$ cat src/design/i2c_tc_pkg.sv
// Shared types and constants for the I2C target controller.
package i2c_tc_pkg;

   typedef enum logic [3:0] {
      PH_IDLE      = 4'd0,
      PH_ADDR      = 4'd1,
      PH_FOREIGN   = 4'd2,
      PH_ADDR_ACK  = 4'd3,
      PH_RX        = 4'd4,
      PH_RX_ACK    = 4'd5,
      PH_TX        = 4'd6,
      PH_TX_ACK    = 4'd7,
      PH_TX_NEXT   = 4'd8,
      PH_WAIT_STOP = 4'd9
   } phase_type;

   localparam logic [2:0] EV_NONE  = 3'd0;
   localparam logic [2:0] EV_WRITE = 3'd1;
   localparam logic [2:0] EV_READ  = 3'd2;
   localparam logic [2:0] EV_END   = 3'd3;
   localparam logic [2:0] EV_NACK  = 3'd4;

   localparam logic [0:0] CSR_OWN_ADDRESS    = 1'd0;
   localparam logic [0:0] CSR_TRANSFER_LIMIT = 1'd1;

   localparam logic [15:0] LIMIT_RESET = 16'hFFFF;
   localparam logic [3:0]  BITS_PER_BYTE = 4'd8;

   typedef struct packed {
      logic       last_scl;
      logic       last_sda;
      phase_type  phase;
      logic [3:0] bit_index;
      logic [7:0] shift_reg;
      logic       read_direction;
      logic       drive_low;
   } bus_state_type;

   typedef struct packed {
      logic       sda_pull_low;
      logic       rx_valid;
      logic [7:0] rx_byte;
      logic       tx_taken;
      logic [2:0] event_res;
   } result_type;

endpackage

$ cat src/design/i2c_target_controller_core.sv
// I2C target controller: one pin sample in per beat, one line/status result out per beat.
// A result is registered and appears on rsp in the cycle after its sample beat is accepted.
// Throughput: one sample beat per cycle while the result register is empty or draining.
// Reset is synchronous and active high: the bus state returns to idle with both
// last levels high, the result register empties, own_address reads 0 and
// transfer_limit reads 0xFFFF.
module i2c_target_controller_core
   import i2c_tc_pkg::*;
#(
   parameter int COUNT_BITS = 16
) (
   input  logic        clock,
   input  logic        reset,
   input  logic        req_tvalid,
   output logic        req_tready,
   // [0] scl_level, [1] sda_level, [9:2] tx_byte, [15:10] zero
   input  logic [15:0] req_tdata,
   output logic        rsp_tvalid,
   input  logic        rsp_tready,
   // [0] sda_pull_low, [1] rx_valid, [9:2] rx_byte, [10] tx_taken,
   // [13:11] event_res, [29:14] byte_count, [31:30] zero
   output logic [31:0] rsp_tdata,
   input  logic        csr_we,
   input  logic [0:0]  csr_index,
   input  logic [15:0] csr_wdata
);

   localparam int CMP_W = (COUNT_BITS > 16) ? COUNT_BITS : 16;

   logic [6:0]            own_address_ff;
   logic [15:0]           limit_ff;
   bus_state_type         state_ff, state_in;
   logic [COUNT_BITS-1:0] count_ff, count_in;
   result_type            result;
   logic                  accept, can_load;
   logic [CMP_W-1:0]      count_wide;

   assign req_tready = can_load;
   assign accept     = req_tvalid && can_load;

   always_ff @(posedge clock) begin
      if (reset) begin
         own_address_ff <= 7'd0;
         limit_ff       <= LIMIT_RESET;
      end else if (csr_we) begin
         unique case (csr_index)
            CSR_OWN_ADDRESS:    own_address_ff <= csr_wdata[6:0];
            CSR_TRANSFER_LIMIT: limit_ff       <= csr_wdata;
            default:            limit_ff       <= limit_ff;
         endcase
      end
   end

   i2c_tc_step #(
      .COUNT_BITS(COUNT_BITS)
   ) u_step (
      .cur_state      (state_ff),
      .cur_count      (count_ff),
      .scl            (req_tdata[0]),
      .sda            (req_tdata[1]),
      .tx_byte        (req_tdata[9:2]),
      .own_address    (own_address_ff),
      .transfer_limit (limit_ff),
      .nxt_state      (state_in),
      .nxt_count      (count_in),
      .result         (result)
   );

   always_ff @(posedge clock) begin
      if (reset) begin
         state_ff.last_scl       <= 1'b1;
         state_ff.last_sda       <= 1'b1;
         state_ff.phase          <= PH_IDLE;
         state_ff.bit_index      <= 4'd0;
         state_ff.shift_reg      <= 8'd0;
         state_ff.read_direction <= 1'b0;
         state_ff.drive_low      <= 1'b0;
         count_ff                <= '0;
      end else if (accept) begin
         state_ff <= state_in;
         count_ff <= count_in;
      end
   end

   assign count_wide = CMP_W'(count_in);

   i2c_tc_out_reg u_out (
      .clock      (clock),
      .reset      (reset),
      .load       (accept),
      .result     (result),
      .byte_count (count_wide[15:0]),
      .can_load   (can_load),
      .rsp_tvalid (rsp_tvalid),
      .rsp_tready (rsp_tready),
      .rsp_tdata  (rsp_tdata)
   );

endmodule

$ cat src/design/i2c_tc_step.sv
// Combinational next-state and result logic for one sample of SCL and SDA.
module i2c_tc_step
   import i2c_tc_pkg::*;
#(
   parameter int COUNT_BITS = 16
) (
   input  bus_state_type           cur_state,
   input  logic [COUNT_BITS-1:0]   cur_count,
   input  logic                    scl,
   input  logic                    sda,
   input  logic [7:0]              tx_byte,
   input  logic [6:0]              own_address,
   input  logic [15:0]             transfer_limit,
   output bus_state_type           nxt_state,
   output logic [COUNT_BITS-1:0]   nxt_count,
   output result_type              result
);

   localparam int CMP_W = (COUNT_BITS > 16) ? COUNT_BITS : 16;

   logic rise, fall, high, start_cond, stop_cond;
   logic byte_done, can_move, addr_match, addressed;
   logic [COUNT_BITS-1:0] count_inc;
   phase_type nxt_phase;

   assign rise = !cur_state.last_scl && scl;
   assign fall = cur_state.last_scl && !scl;
   assign high = cur_state.last_scl && scl;
   assign start_cond = high && cur_state.last_sda && !sda;
   assign stop_cond  = high && !cur_state.last_sda && sda;
   assign byte_done  = cur_state.bit_index >= BITS_PER_BYTE;
   assign can_move   = CMP_W'(cur_count) < CMP_W'(transfer_limit);
   assign addr_match = cur_state.shift_reg[7:1] == own_address;
   assign addressed  = (cur_state.phase == PH_ADDR_ACK) || (cur_state.phase == PH_RX)
                    || (cur_state.phase == PH_RX_ACK) || (cur_state.phase == PH_TX)
                    || (cur_state.phase == PH_TX_ACK) || (cur_state.phase == PH_TX_NEXT)
                    || (cur_state.phase == PH_WAIT_STOP);
   // The byte counter saturates rather than wrapping.
   assign count_inc = (cur_count == {COUNT_BITS{1'b1}}) ? cur_count
                                                        : cur_count + COUNT_BITS'(1);

   // Next phase.
   always_comb begin
      nxt_phase = cur_state.phase;
      priority if (start_cond) begin
         nxt_phase = PH_ADDR;
      end else if (stop_cond) begin
         nxt_phase = PH_IDLE;
      end else begin
         unique case (cur_state.phase)
            PH_ADDR: begin
               if (fall && byte_done) nxt_phase = addr_match ? PH_ADDR_ACK : PH_FOREIGN;
            end
            PH_ADDR_ACK: begin
               if (fall) begin
                  if (cur_state.read_direction) begin
                     nxt_phase = can_move ? PH_TX : PH_WAIT_STOP;
                  end else begin
                     nxt_phase = PH_RX;
                  end
               end
            end
            PH_RX: begin
               if (fall && byte_done) nxt_phase = can_move ? PH_RX_ACK : PH_WAIT_STOP;
            end
            PH_RX_ACK: begin
               if (fall) nxt_phase = PH_RX;
            end
            PH_TX: begin
               if (fall && byte_done) nxt_phase = PH_TX_ACK;
            end
            PH_TX_ACK: begin
               if (rise) nxt_phase = sda ? PH_WAIT_STOP : PH_TX_NEXT;
            end
            PH_TX_NEXT: begin
               if (fall) nxt_phase = can_move ? PH_TX : PH_WAIT_STOP;
            end
            default: nxt_phase = cur_state.phase;
         endcase
      end
   end

   // Shift register, counters, line drive and result fields.
   always_comb begin
      nxt_state.phase          = nxt_phase;
      nxt_state.last_scl       = scl;
      nxt_state.last_sda       = sda;
      nxt_state.bit_index      = cur_state.bit_index;
      nxt_state.shift_reg      = cur_state.shift_reg;
      nxt_state.read_direction = cur_state.read_direction;
      nxt_state.drive_low      = cur_state.drive_low;
      nxt_count                = cur_count;
      result.rx_valid          = 1'b0;
      result.rx_byte           = 8'd0;
      result.tx_taken          = 1'b0;
      result.event_res         = EV_NONE;
      priority if (start_cond) begin
         if (addressed) result.event_res = EV_END;
         nxt_state.bit_index      = 4'd0;
         nxt_state.shift_reg      = 8'd0;
         nxt_state.drive_low      = 1'b0;
         nxt_state.read_direction = 1'b0;
         nxt_count                = '0;
      end else if (stop_cond) begin
         if (addressed) result.event_res = EV_END;
         nxt_state.bit_index = 4'd0;
         nxt_state.drive_low = 1'b0;
      end else begin
         unique case (cur_state.phase)
            PH_ADDR, PH_RX: begin
               if (rise) begin
                  nxt_state.shift_reg = {cur_state.shift_reg[6:0], sda};
                  if (!byte_done) nxt_state.bit_index = cur_state.bit_index + 4'd1;
               end else if (fall && byte_done) begin
                  if (cur_state.phase == PH_ADDR) begin
                     if (addr_match) begin
                        nxt_state.read_direction = cur_state.shift_reg[0];
                        nxt_state.drive_low      = 1'b1;
                        result.event_res = cur_state.shift_reg[0] ? EV_READ : EV_WRITE;
                     end
                  end else if (can_move) begin
                     nxt_state.drive_low = 1'b1;
                     result.rx_valid     = 1'b1;
                     result.rx_byte      = cur_state.shift_reg;
                     nxt_count           = count_inc;
                  end else begin
                     nxt_state.drive_low = 1'b0;
                  end
               end
            end
            PH_ADDR_ACK, PH_TX_NEXT: begin
               if (fall) begin
                  if (cur_state.phase == PH_ADDR_ACK && !cur_state.read_direction) begin
                     nxt_state.drive_low = 1'b0;
                     nxt_state.bit_index = 4'd0;
                     nxt_state.shift_reg = 8'd0;
                  end else if (can_move) begin
                     // Load the next transmit byte and put its MSB on the line.
                     nxt_state.shift_reg = tx_byte;
                     result.tx_taken     = 1'b1;
                     nxt_state.drive_low = !tx_byte[7];
                     nxt_state.bit_index = 4'd0;
                  end else begin
                     nxt_state.drive_low = 1'b0;
                  end
               end
            end
            PH_RX_ACK: begin
               if (fall) begin
                  nxt_state.drive_low = 1'b0;
                  nxt_state.bit_index = 4'd0;
                  nxt_state.shift_reg = 8'd0;
               end
            end
            PH_TX: begin
               if (rise) begin
                  if (!byte_done) nxt_state.bit_index = cur_state.bit_index + 4'd1;
               end else if (fall) begin
                  if (byte_done) begin
                     nxt_state.drive_low = 1'b0;
                     nxt_count           = count_inc;
                  end else begin
                     nxt_state.shift_reg = {cur_state.shift_reg[6:0], 1'b0};
                     nxt_state.drive_low = !cur_state.shift_reg[6];
                  end
               end
            end
            PH_TX_ACK: begin
               if (rise && sda) result.event_res = EV_NACK;
            end
            default: nxt_state.drive_low = cur_state.drive_low;
         endcase
      end
      result.sda_pull_low = nxt_state.drive_low;
   end

endmodule

$ cat src/design/i2c_tc_out_reg.sv
// Result register with its output handshake for the I2C target controller.
module i2c_tc_out_reg
   import i2c_tc_pkg::*;
(
   input  logic        clock,
   input  logic        reset,
   input  logic        load,
   input  result_type  result,
   input  logic [15:0] byte_count,
   output logic        can_load,
   output logic        rsp_tvalid,
   input  logic        rsp_tready,
   output logic [31:0] rsp_tdata
);

   logic        valid_ff, valid_in;
   result_type  result_ff;
   logic [15:0] count_ff;

   // A new beat may enter while the held one leaves in the same cycle.
   assign can_load = !valid_ff || rsp_tready;

   always_comb begin
      valid_in = valid_ff;
      if (load) begin
         valid_in = 1'b1;
      end else if (rsp_tready) begin
         valid_in = 1'b0;
      end
   end

   always_ff @(posedge clock) begin
      if (reset) begin
         valid_ff <= 1'b0;
      end else begin
         valid_ff <= valid_in;
      end
   end

   always_ff @(posedge clock) begin
      if (load) begin
         result_ff <= result;
         count_ff  <= byte_count;
      end
   end

   assign rsp_tvalid = valid_ff;
   assign rsp_tdata  = {2'b00, count_ff, result_ff.event_res, result_ff.tx_taken,
                        result_ff.rx_byte, result_ff.rx_valid, result_ff.sda_pull_low};

endmodule

$ cat config.mk
export PLATFORM = sky130hd
export DESIGN_NAME = i2c_target_controller_core
export DESIGN_NICKNAME = d
export VERILOG_FILES = /design/src/design/i2c_tc_pkg.sv /design/src/design/i2c_target_controller_core.sv /design/src/design/i2c_tc_step.sv /design/src/design/i2c_tc_out_reg.sv
export SDC_FILE = /design/constraint.sdc
export NUM_CORES = 1
export LEC_CHECK = 0
export ABC_AREA = 1
export BUFFER_PORTS_ARGS = -buffer_cell sky130_fd_sc_hd__buf_2
export CAP_MARGIN = 20
export CORE_MARGIN = 2
export CORE_UTILIZATION = 58
export CTS_CLUSTER_DIAMETER = 100
export DETAILED_ROUTE_END_ITERATION = 10
export GPL_ROUTABILITY_DRIVEN = 0
export GPL_TIMING_DRIVEN = 1
export PLACE_DENSITY = 0.8
export SYNTH_ARGS = -nofsm -noshare
export SYNTH_HDL_FRONTEND = slang
export SYNTH_SLANG_ARGS = --single-unit
$ cat constraint.sdc
create_clock -name clock -period 2.6 [get_ports clock]
set_input_delay 0.26 -clock clock [delete_from_list [all_inputs] [get_ports clock]]
set_output_delay 0.26 -clock clock [all_outputs]
set_load 0.01 [all_outputs]
==> impl_metrics.tcl, run 1 <==
set metrics [dict create \
    worst_r2r_path_depth 11 \
    synthCells 769 \
    clkTransAtPathRegs_ns 0.10 \
    critPathKind "flop to flop" \
    grt_max_degree 34 \
    hold_end "limit_ff[14]" \
    hold_violations 0 \
    final_nets 890 \
    clockBufferDepth 2 \
    worst_ir_drop_vdd_v 0.000303 \
    layout_setup_ws_ns 0.154 \
    track_usage_pct 28.1 \
    die_y_microns 101 \
    hold_buffers 0 \
    rr_endpoint "u_out.count_ff[15]" \
    worst_slew_pin_slew_ns 0.770 \
    synth_edf_count 30 \
    p_per_area_mw_per_mm2 528 \
    clock_skew_ns 0.0144 \
    drc 0 \
    critPathSlowestCell "dfxtp_1" \
    post_cts_buffers 0 \
    yosysWarnings 0 \
    worstSkewPairLatency_ns 0.40 \
    async_reset_ff_share_pct 0 \
    r2r_slack_ns 0.15 \
    synth_cell_types 42 \
    relSlewSlack_pct 48.6 \
    whs_ns 0.0849 \
    grt_first_pass_wirelength_microns 23000 \
    hpwl_microns 10200 \
    timing.max_cap.violations 0 \
    start_util_pct 59.7 \
    grt_remaining_overflow 0 \
    fillers 800 \
    htree_levels 3 \
    dieArea_sq_mm 0.0103 \
    hold_path_depth 3 \
    end_kind "flop" \
    start_kind "flop" \
    antennaDiodeCount 0 \
    hold_class "primary input to flop" \
    route.vias.total 5472 \
    grt_setup_unrepaired "false" \
    slew_violations 0 \
    drive_above_1_share_pct 17.4 \
    io_buffers 63 \
    critPathMaxStageDelay_ns 0.46 \
    die_w_microns 101 \
    crit_buf_inv 1 \
    finalCritPeriodShare_pct 94.1 \
    grt_pass1_vias 4972 \
    synth_flop_cell "dfxtp_1" \
    period_needed_ns 2.45 \
    design.core.area_sq_mm 0.00920 \
    path_cells "ha_1, a21oi_1, o21ai_0, nor2_2, nand3_2, nand2_1, o21ai_0, nand2_1, nand2_1, nand2_1, inv_1" \
    syn_avg_cell_area_sq_um 7.14 \
    routed_wl_microns 13900 \
    crit_top_cell "nand2_1" \
    fin_total_pwr_uw 3260 \
    drt-vias-per-instance 5.76 \
    cp.arrival_ns 2.60 \
    p_leak_uw 0.00295 \
    worstHoldStart "csr_wdata[14]" \
    ys_seq_area_share_pct 38.3 \
    drtIter0Drc 496 \
    cts_tree "built" \
    regToRegStartpoint "count_ff[15]" \
    fmax_mhz 409 \
    routedWlPerCell_microns 14.6 \
    io-pin-count 72 \
    rows 35 \
    dr.pass1.iters 5 \
    cts_sinks 90 \
    setup_viol 0 \
    cp_top_family "simple AND/OR/NAND/NOR gates" \
    synth_seq_cells 90 \
    antenna_found_initial 0 \
    cts_root_buf "clkbuf_8" \
    syn_to_final_growth_pct 12.3 \
    final_cell_mix "nand2_1, inv_1, nand3_1" \
    final_common_cell "nand2_1" \
    syn_area_sq_mm 0.00549 \
    postRouteAntennaNets 0 \
    status "completed" \
    critPathMaxFanout 16 \
    post_cts_resized 0 \
    critPathRequiredTime_ns 2.75 \
    tns_ns 0 \
    pre_cts_ws_ns 0.224 \
    cts-buffers-inserted 9 \
]
## layout make-up
type                    instances  area (sq um)  share of cell area [%]
clock buffers                   9           124                    2.01
clock inverters                 7          65.1                    1.05
inverters                     110           413                    6.69
multi-input cells             545          2880                    46.6
flip-flops and latches         90          2100                    34.1
well taps                     111           139                    2.25
repair buffers                 78           453                    7.34
## worst max-delay path by stage
stage	start	endpoint	depth (start not counted)
final	count_ff[15]	u_out.count_ff[15]	11
after global routing	count_ff[15]	u_out.count_ff[4]	9
after CTS	count_ff[15]	u_out.count_ff[4]	9
after detailed placement	count_ff[15]	u_out.count_ff[4]	9
after global placement	count_ff[15]	u_out.count_ff[4]	9
after floorplan	u_out.rsp_tvalid	u_out.count_ff[0]	4
## power by group
part           leakage (uW)  switching (uW)  total [uW]  internal, uW
combinational       0.00206             434         668           234
clock             0.0000947             588         960           372
sequential         0.000797            70.7        1630          1560
## synthesized netlist by cell type (10+ instances only)
master      n  area (sq um)
a21oi_1    64           320
clkbuf_1   17          63.8
dfxtp_1    60          1200
edfxtp_1   30           901
ha_1       18           225
inv_1      90           338
inv_2      18          67.6
nand2_1   172           646
nand3_1    65           325
nor2_1     57           214
nor3_1     10          50.1
o211ai_1   23           173
o21ai_0    51           255
## registers in the layout, indices dropped and copies added (netlist names)
register / count
u_out.rsp_tdata: 14
own_address_ff: 7
u_out.rsp_tvalid: 1
state_ff: 20
u_out.count_ff: 16
count_ff: 16
limit_ff: 16
## layer usage
metal / vias up / share of wire (%) / GRT usage, %
li1: 2687 / - / -
met5: - / 0 / 0
met4: 0 / 2.8 / 11.6
met1: 2448 / 43 / 38.3
met3: 57 / 9.0 / 4.83
met2: 280 / 45 / 44.5
## tightest hold or removal path, delay by kind of cell
family          cells  cell delay, ns
compound gates      1            0.06
buf+inv             1            0.07
simple gates        1            0.04
## cells by family after synthesis
logic type,Yosys count,share of synthesized area [%]
other,1,0.0683
adder cells (fa/ha/maj),18,4.10
AND/OR/NAND/NOR,346,28.8
AO/OA/AOI/OAI,169,17.7
flip-flops,90,38.3
buffers and inverters,135,9.45
XOR/XNOR,10,1.59
## per-stage QoR
stage | util, % | cells | instance area, sq um
2_1_floorplan | - | 770 | 5500
3_3_place_gp | 65.0 | 934 | 5980
3_5_place_dp | 65.0 | 934 | 5980
4_1_cts | 67.1 | 950 | 6170
5_1_grt | 67.1 | 950 | 6170
6_report | 67.1 | 950 | 6170
(Power assumes the default switching activity.)
==> inputs of run 2 (changes only) <==
--- a/config.mk
+++ b/config.mk
@@ -9,12 +9,12 @@
 export BUFFER_PORTS_ARGS = -buffer_cell sky130_fd_sc_hd__buf_2
 export CAP_MARGIN = 20
 export CORE_MARGIN = 2
-export CORE_UTILIZATION = 58
+export CORE_UTILIZATION = 55
 export CTS_CLUSTER_DIAMETER = 100
 export DETAILED_ROUTE_END_ITERATION = 10
 export GPL_ROUTABILITY_DRIVEN = 0
 export GPL_TIMING_DRIVEN = 1
-export PLACE_DENSITY = 0.8
+export PLACE_DENSITY = 0.77
 export SYNTH_ARGS = -nofsm -noshare
 export SYNTH_HDL_FRONTEND = slang
 export SYNTH_SLANG_ARGS = --single-unit
==> impl_metrics.tcl, run 2 (same netlist as run 1, synthesis figures left out) <==
set metrics [dict create \
    sw_frac_of_total_pct 31.5 \
    fillers 889 \
    drc 0 \
    critPathMaxStageDelay_ns 0.51 \
    start_kind "flop" \
    grt_setup_unrepaired "false" \
    hold_buffers 0 \
    critPathSlowestCell "dfxtp_1" \
    worst_ir_drop_vdd_v 0.000265 \
    whs_ns 0.101 \
    hold_class "primary input to flop" \
    worst_slew_pin_slew_ns 0.780 \
    die_y_microns 104 \
    design.core.area_sq_mm 0.00973 \
    drtIter0Drc 458 \
    final_nets 887 \
    status "completed" \
    cts_root_buf "clkbuf_8" \
    fmax_mhz 419 \
    end_kind "flop" \
    setup_viol 0 \
    met1_usage_pct 35.8 \
    critPathKind "flop to flop" \
    slew_violations 0 \
    drive_above_1_share_pct 17.1 \
    rows 36 \
    crit_top_cell "nand2_1" \
    critPathMaxFanout 9 \
    clock_skew_ns 0.0134 \
    io-pin-count 72 \
    cts-buffers-inserted 9 \
    antennaDiodeCount 0 \
    pre_cts_ws_ns 0.248 \
    postRouteAntennaNets 0 \
    use_met2_pct 40.4 \
    syn_to_final_growth_pct 12.4 \
    grt_max_degree 37 \
    period_needed_ns 2.39 \
    timing.max_cap.violations 0 \
    cts_tree "built" \
    crit_buf_inv 3 \
    p_sw_uw 1010 \
    hold_violations 0 \
    largest_register "state_ff" \
    use_met3_pct 5.01 \
    cp.arrival_ns 2.51 \
    top_usage_layer "met2" \
    antenna_found_initial 0 \
    io_buffers 63 \
    dr.pass1.iters 5 \
    clkPwrFrac_pct 28.6 \
    largest_reg_flops 20 \
    final_cell_mix "nand2_1, inv_1, nand3_1, a21oi_1, buf_2" \
    start_util_pct 56.5 \
    final_common_cell "nand2_1" \
    routed_wl_microns 13900 \
    grt_first_pass_wirelength_microns 23200 \
    drt-vias-per-instance 5.59 \
    routedWlPerCell_microns 14.3 \
    pwr-share-comb_pct 20.4 \
    cp_top_family "simple AND/OR/NAND/NOR gates" \
    cts_sinks 90 \
    route.vias.total 5415 \
    clockBufferDepth 2 \
    track_usage_pct 26.1 \
    p_int_uw 2200 \
    relSlewSlack_pct 47.9 \
    die_w_microns 104 \
    fin_total_pwr_uw 3210 \
    p_per_area_mw_per_mm2 520 \
    critPathRequiredTime_ns 2.72 \
    grt_remaining_overflow 0 \
    hpwl_microns 10200 \
    dieArea_sq_mm 0.0108 \
    clkTransAtPathRegs_ns 0.09 \
    htree_levels 3 \
    path_cells "ha_1, nand2_1, inv_1, nand2_1, nand2_1, nand2_1, nand2_1, nand2_2, nand2_1, inv_2, nand3_1, nand3_1, nand2_1, nand3_1, inv_1" \
    finalCritPeriodShare_pct 91.8 \
    p_leak_uw 0.00294 \
    pwr-share-seq_pct 51.0 \
    tns_ns 0 \
    layout_setup_ws_ns 0.214 \
    grt_pass1_vias 4913 \
    worstSkewPairLatency_ns 0.38 \
    post_cts_buffers 0 \
]
==> run 2: cell types whose count changed in the layout (fill, tap and decap cells not counted), moves of 2 or more <==
cell   change
inv_6      -3
buf_4      -2
inv_4      +2
inv_8      -2
==> run 2: layout make-up <==
| class | count | area (sq um) | area share, % |
|---|---|---|---|
| Tap cell | 133 | 166 | 2.70 |
| Clock buffer | 11 | 153 | 2.47 |
| Timing Repair Buffer | 75 | 418 | 6.77 |
| Inverter | 110 | 413 | 6.69 |
| Sequential cell | 90 | 2100 | 34.1 |
| Clock inverter | 5 | 35.0 | 0.568 |
| Multi-Input combinational cell | 545 | 2890 | 46.7 |
==> run 2: repair_timing <==
item                                    4_1_cts  5_1_grt
endpoints found under the setup margin        0        3
resized for setup                             0        2
hold endpoints to repair                      0        0
==> run 2: worst paths after layout <==
check                                       start                 to  slack (ns)  cells after the start
worst min-delay path                csr_wdata[15]       limit_ff[15]        0.10                      3
worst max-delay path                  count_ff[3]  u_out.count_ff[7]        0.21                     15
worst min register to register  own_address_ff[2]  own_address_ff[2]        0.48                      2
worst max register to register        count_ff[3]  u_out.count_ff[7]        0.21                     15
==> run 2: power by group through the flow <==
| stage | Sequential [uW] | Combinational, uW | Clock [uW] |
|---|---|---|---|
| global placement | 1660 | 622 | 0 |
| floorplan | 1670 | 436 | 0 |
| finish | 1640 | 656 | 919 |
| detailed placement | 1670 | 643 | 0 |
| global route | 1650 | 739 | 992 |
| CTS | 1630 | 647 | 935 |
==> run 2: metal layers <==
metal  vias up  wire length (microns)
met3        44                   1300
met1      2395                   6020
li1       2690                      -
met5         -                      0
met4         0                    401
met2       286                   6150
==> run 2: worst min-delay path, delay by kind of cell <==
kind                   cells  cell delay, ns
AO/OA/AOI/OAI              1            0.06
AND/OR/NAND/NOR            1            0.04
buffers and inverters      1            0.07
==> run 2: through the flow <==
| step | utilization, % | std cells | area (sq um) |
|---|---|---|---|
| global route | 63.4 | 969 | 6170 |
| floorplan | - | 770 | 5500 |
| global placement | 61.4 | 953 | 5970 |
| detailed placement | 61.4 | 953 | 5970 |
| finish | 63.4 | 969 | 6170 |
| CTS | 63.3 | 969 | 6160 |
